--- src/hw/rtl/ray_ellipsoid_intersect_macros.svh ---
// ----------------------------------------------------------------------------
// Assertion macros for the ray/ellipsoid intersection block
// Shared concurrent-assertion forms with clock and async reset qualifiers.
// ----------------------------------------------------------------------------
`ifndef RAY_ELLIPSOID_INTERSECT_MACROS_SVH
`define RAY_ELLIPSOID_INTERSECT_MACROS_SVH

// same-cycle implication
`define REI_ASSERT_IMP(name, clk, rst_n, ante, cons) \
    name: assert property (@(posedge clk) disable iff (!rst_n) (ante) |-> (cons)) \
        else $error("rei: same-cycle check failed");

// next-cycle implication
`define REI_ASSERT_NXT(name, clk, rst_n, ante, cons) \
    name: assert property (@(posedge clk) disable iff (!rst_n) (ante) |=> (cons)) \
        else $error("rei: next-cycle check failed");

`endif

--- src/hw/rtl/rei_mul.sv ---
// ----------------------------------------------------------------------------
// rei_mul
// Pipelined signed multiplier: one 32x32 digit product per stage, fixed latency.
// ----------------------------------------------------------------------------
module rei_mul #(
    parameter int WA  = 32,
    parameter int WB  = 32,
    parameter int LAT = 1
) (
    input  logic                  clk,
    input  logic                  en,
    input  logic signed [WA-1:0]  a,
    input  logic signed [WB-1:0]  b,
    output logic signed [WA+WB-1:0] p
);

    localparam int NDA = (WA + 31) / 32;
    localparam int NDB = (WB + 31) / 32;
    localparam int NS  = NDA * NDB;
    localparam int WAX = NDA * 32;
    localparam int WBX = NDB * 32;
    localparam int WPX = WAX + WBX;
    localparam int WP  = WA + WB;

    logic signed [WPX-1:0] acc_reg [NS];
    logic signed [WAX-1:0] a_reg   [NS];
    logic signed [WBX-1:0] b_reg   [NS];

    for (genvar s = 0; s < NS; s++) begin : g_dig
        localparam int IA = s % NDA;
        localparam int IB = s / NDA;
        logic signed [WAX-1:0] a_in;
        logic signed [WBX-1:0] b_in;
        logic signed [WPX-1:0] acc_in;
        logic signed [32:0]    dig_a;
        logic signed [32:0]    dig_b;
        logic signed [65:0]    pp;
        logic signed [WPX-1:0] pp_ext;

        if (s == 0) begin : g_first
            assign a_in   = WAX'(a);
            assign b_in   = WBX'(b);
            assign acc_in = '0;
        end else begin : g_next
            assign a_in   = a_reg[s-1];
            assign b_in   = b_reg[s-1];
            assign acc_in = acc_reg[s-1];
        end

        // top digits carry the signs
        if (IA == NDA - 1) begin : g_top_a
            assign dig_a = {a_in[32*IA+31], a_in[32*IA +: 32]};
        end else begin : g_low_a
            assign dig_a = {1'b0, a_in[32*IA +: 32]};
        end

        if (IB == NDB - 1) begin : g_top_b
            assign dig_b = {b_in[32*IB+31], b_in[32*IB +: 32]};
        end else begin : g_low_b
            assign dig_b = {1'b0, b_in[32*IB +: 32]};
        end

        assign pp     = dig_a * dig_b;
        assign pp_ext = WPX'(pp);

        always_ff @(posedge clk)
        begin
            if (en)
            begin
                acc_reg[s] <= acc_in + (pp_ext <<< (32 * (IA + IB)));
                a_reg[s]   <= a_in;
                b_reg[s]   <= b_in;
            end
        end
    end

    if (LAT > NS) begin : g_pad
        logic signed [WP-1:0] pad_reg [LAT-NS];

        always_ff @(posedge clk)
        begin
            if (en)
            begin
                pad_reg[0] <= acc_reg[NS-1][WP-1:0];
                for (int j = 1; j < LAT - NS; j++)
                begin
                    pad_reg[j] <= pad_reg[j-1];
                end
            end
        end

        assign p = pad_reg[LAT-NS-1];
    end else begin : g_nopad
        assign p = acc_reg[NS-1][WP-1:0];
    end

endmodule

--- config.mk ---
export PLATFORM = sky130hd
export DESIGN_NAME = rei_mul
export DESIGN_NICKNAME = d
export VERILOG_FILES = /design/src/hw/rtl/ray_ellipsoid_intersect_macros.svh /design/src/hw/rtl/rei_mul.sv
export SDC_FILE = /design/constraint.sdc
export NUM_CORES = 2
export LEC_CHECK = 0
export ABC_AREA = 1
export BUFFER_PORTS_ARGS = -buffer_cell sky130_fd_sc_hd__buf_2
export CORE_AREA = 2 2 253 255
export DETAILED_ROUTE_END_ITERATION = 6
export DIE_AREA = 0 0 255 257
export GPL_ROUTABILITY_DRIVEN = 0
export PLACE_DENSITY = 0.85
export REMOVE_ABC_BUFFERS = 1
export SLEW_MARGIN = 25
export SYNTH_ARGS = -nofsm -noshare
export SYNTH_HDL_FRONTEND = slang
export SYNTH_SLANG_ARGS = --single-unit
--- constraint.sdc ---
create_clock -name clk -period 24.7 [get_ports clk]
set_input_delay 3.705 -clock clk [delete_from_list [all_inputs] [get_ports clk]]
set_output_delay 3.705 -clock clk [all_outputs]
set_load 0.02 [all_outputs]
==> results.toml <==
[sta]
fin_crit_ns = 11.43
worstMarginPinSlew_ns = 0.994
setup_viol = 0
min_period_over_period = 0.463
timing.fmax_mhz = 87.5
rsz0062_at_grt = "no"
report.final.slew_viol_count = 0
finalSetupTns_ns = 0
hold_viol = 0
slew_headroom = 0.337

[route]
vias_per_cell = 5.47
route.detailed.drc = 1
wl_um = 105000
vias = 32000
drt_iter0_drc = 2889
ant_nets = 0
post_drt_wl_per_cell_um = 18.0
dr.pass1.iters = 7

[synthesis]
yosysSeqAreaShare = 0.0475
yosys.area.top_type = "fa_1"
postSynth.asyncResetShare = 0
synth.most_common_cell = "inv_1"
synth_cell_types = 32
synth_top_area_share = 0.535
ys_seq_elements = 64
synth_commonest_cells = "inv_1, nand2_1, fa_1, clkbuf_1, ha_1"
avgSynthCellArea_um2 = 8.03
syn_inst = 5046
ys_top_cells_by_area = "fa_1, inv_1, nand2_1, ha_1, edfxtp_1"
syn_area_mm2 = 0.0405
yosys_warnings = 0
synth_edf_count = 64
synth_ff_type = "edfxtp_1"

[setup_path]
crit_type = "input pin to register"
crit_path_start_kind = "input pin"
slowest_stage = "fa_1"
cpPeakStageDelay_ns = 0.83
cp.arrival_ns = 11.55
path_max_fanout = 32
worstPathRequired_ns = 24.82
end_kind = "register"
crit_top_cell = "fa_1"

[global_route]
grt_usage = 0.343
grt_util_met2 = 0.584
grt_pass1_wl_um = 176000
overflow = 0
grt_max_degree = 65
grt.busiest_layer = "met2"
antenna_found_initial = 5
grt_pass1_vias = 35500
met3_usage = 0.0557
use_met1 = 0.431

[die]
die_area_mm2 = 0.0655
die_w_um = 255
row_count = 92
core_area_mm2 = 0.0627
io_pins = 130
die_h_um = 257
start_util = 0.645

[clock_tree]
cts_buffers = 9
path_clk_slew_ns = 0.07
clock-sinks = 64
clockBufferDepth = 2
postCtsSetupRepairBufs = 0
cts-root-buf = "clkbuf_16"
cts_resized = 0
ctsHoldBuffers = 0
cts_tree = "built"
htreeDepth = 3

[outcome]
failed_checks = "DRC"
status = "complete, but fails checks"

[finish]
drive_above_1_share = 0.0397
area_growth_pct = 3.57
finalNetCount = 6342
largest_reg_flops = 64
n_antenna_cell = 0

[worst_hold_path]
min_path_cells = 4
hold_end = "acc_reg[0][0]$_DFFE_PP_"
worstHoldStart = "b[0]"
holdCritPathClass = "input pin to register"

[placed_design]
hpwl_um = 87300
port-buffer-count = 129

[run]
cap_violations = 0
==> layout make-up <==
class / count / area, µm²
inverter: 1659 / 6230
clock buffer: 9 / 225
clock inverter: 7 / 119
timing repair buffer: 145 / 766
multi-input combinational: 3131 / 31600
fill: 4834 / 20800
sequential: 64 / 1920
tap: 846 / 1060
==> how the worst max path moves through the flow <==
stage	startpoint	to	slack, ns	cells past startpoint
after floorplan	b[2]	acc_reg[0][56]$_DFFE_PP_	14.39	23
after global placement	b[5]	acc_reg[0][56]$_DFFE_PP_	13.21	27
after detailed placement	b[5]	acc_reg[0][62]$_DFFE_PP_	13.02	26
after CTS	b[5]	acc_reg[0][62]$_DFFE_PP_	13.40	26
after global routing	b[5]	acc_reg[0][56]$_DFFE_PP_	12.88	27
final	b[5]	acc_reg[0][62]$_DFFE_PP_	13.27	27
==> per-stage QoR <==
step	utilization	instance area (µm²)	worst slack [ns]	hold slack [ns]	std cells
floorplan	-	39800	14.39	3.82	4854
finish	0.669	41900	13.27	4.04	5861
global route	0.669	41900	12.88	4.08	5861
CTS	0.669	41900	13.40	4.03	5861
global placement	0.663	41600	13.21	4.15	5845
detailed placement	0.663	41600	13.02	4.15	5845
==> per-layer routing <==
| layer | share of wire | up-vias |
|---|---|---|
| li1 | - | 13700 |
| met1 | 0.36 | 15900 |
| met2 | 0.50 | 1939 |
| met3 | 0.097 | 458 |
| met4 | 0.052 | 6 |
| met5 | 0.00048 | - |
==> worst max-delay path: cells and delay by family <==
family | cells | cell delay [ns]
simple gates | 7 | 0.69
buf+inv | 8 | 1.76
fa+ha+maj | 9 | 4.65
compound gates | 3 | 0.69
==> layout by cell type (no fill, tap or decap), drive strengths merged <==
master | Yosys | routed
a21boi | 1 | 1
a21o | 2 | 2
a21oi | 68 | 68
and2 | 2 | 2
buf | 0 | 145
bufinv | 0 | 3
clkbuf | 192 | 9
clkinv | 0 | 2
clkinvlp | 0 | 1
edfxtp | 64 | 64
fa | 1082 | 1082
ha | 184 | 184
inv | 1659 | 1660
nand2 | 1452 | 1452
nand2b | 1 | 1
nand3 | 76 | 76
nand4 | 20 | 20
nor2 | 152 | 152
nor3 | 8 | 8
nor4 | 5 | 5
o21a | 2 | 2
o21ai | 22 | 22
o21bai | 9 | 9
or2 | 9 | 9
xnor2 | 6 | 6
xor2 | 30 | 30
==> cells by family (layout without fill, tap and decap cells) <==
kind of cell / Yosys count / after routing / share of synthesized area
XOR/XNOR: 36 / 36 / 0.00779
adder cells (fa/ha/maj): 1266 / 1266 / 0.592
flip-flops: 64 / 64 / 0.0475
AO/OA/AOI/OAI: 104 / 104 / 0.0138
AND/OR/NAND/NOR: 1725 / 1725 / 0.168
buffers and inverters: 1851 / 1820 / 0.172
Power is left out: the tool's default activity adds up to more than one toggle a clock period on the data nets, which glitch-free logic cannot reach.
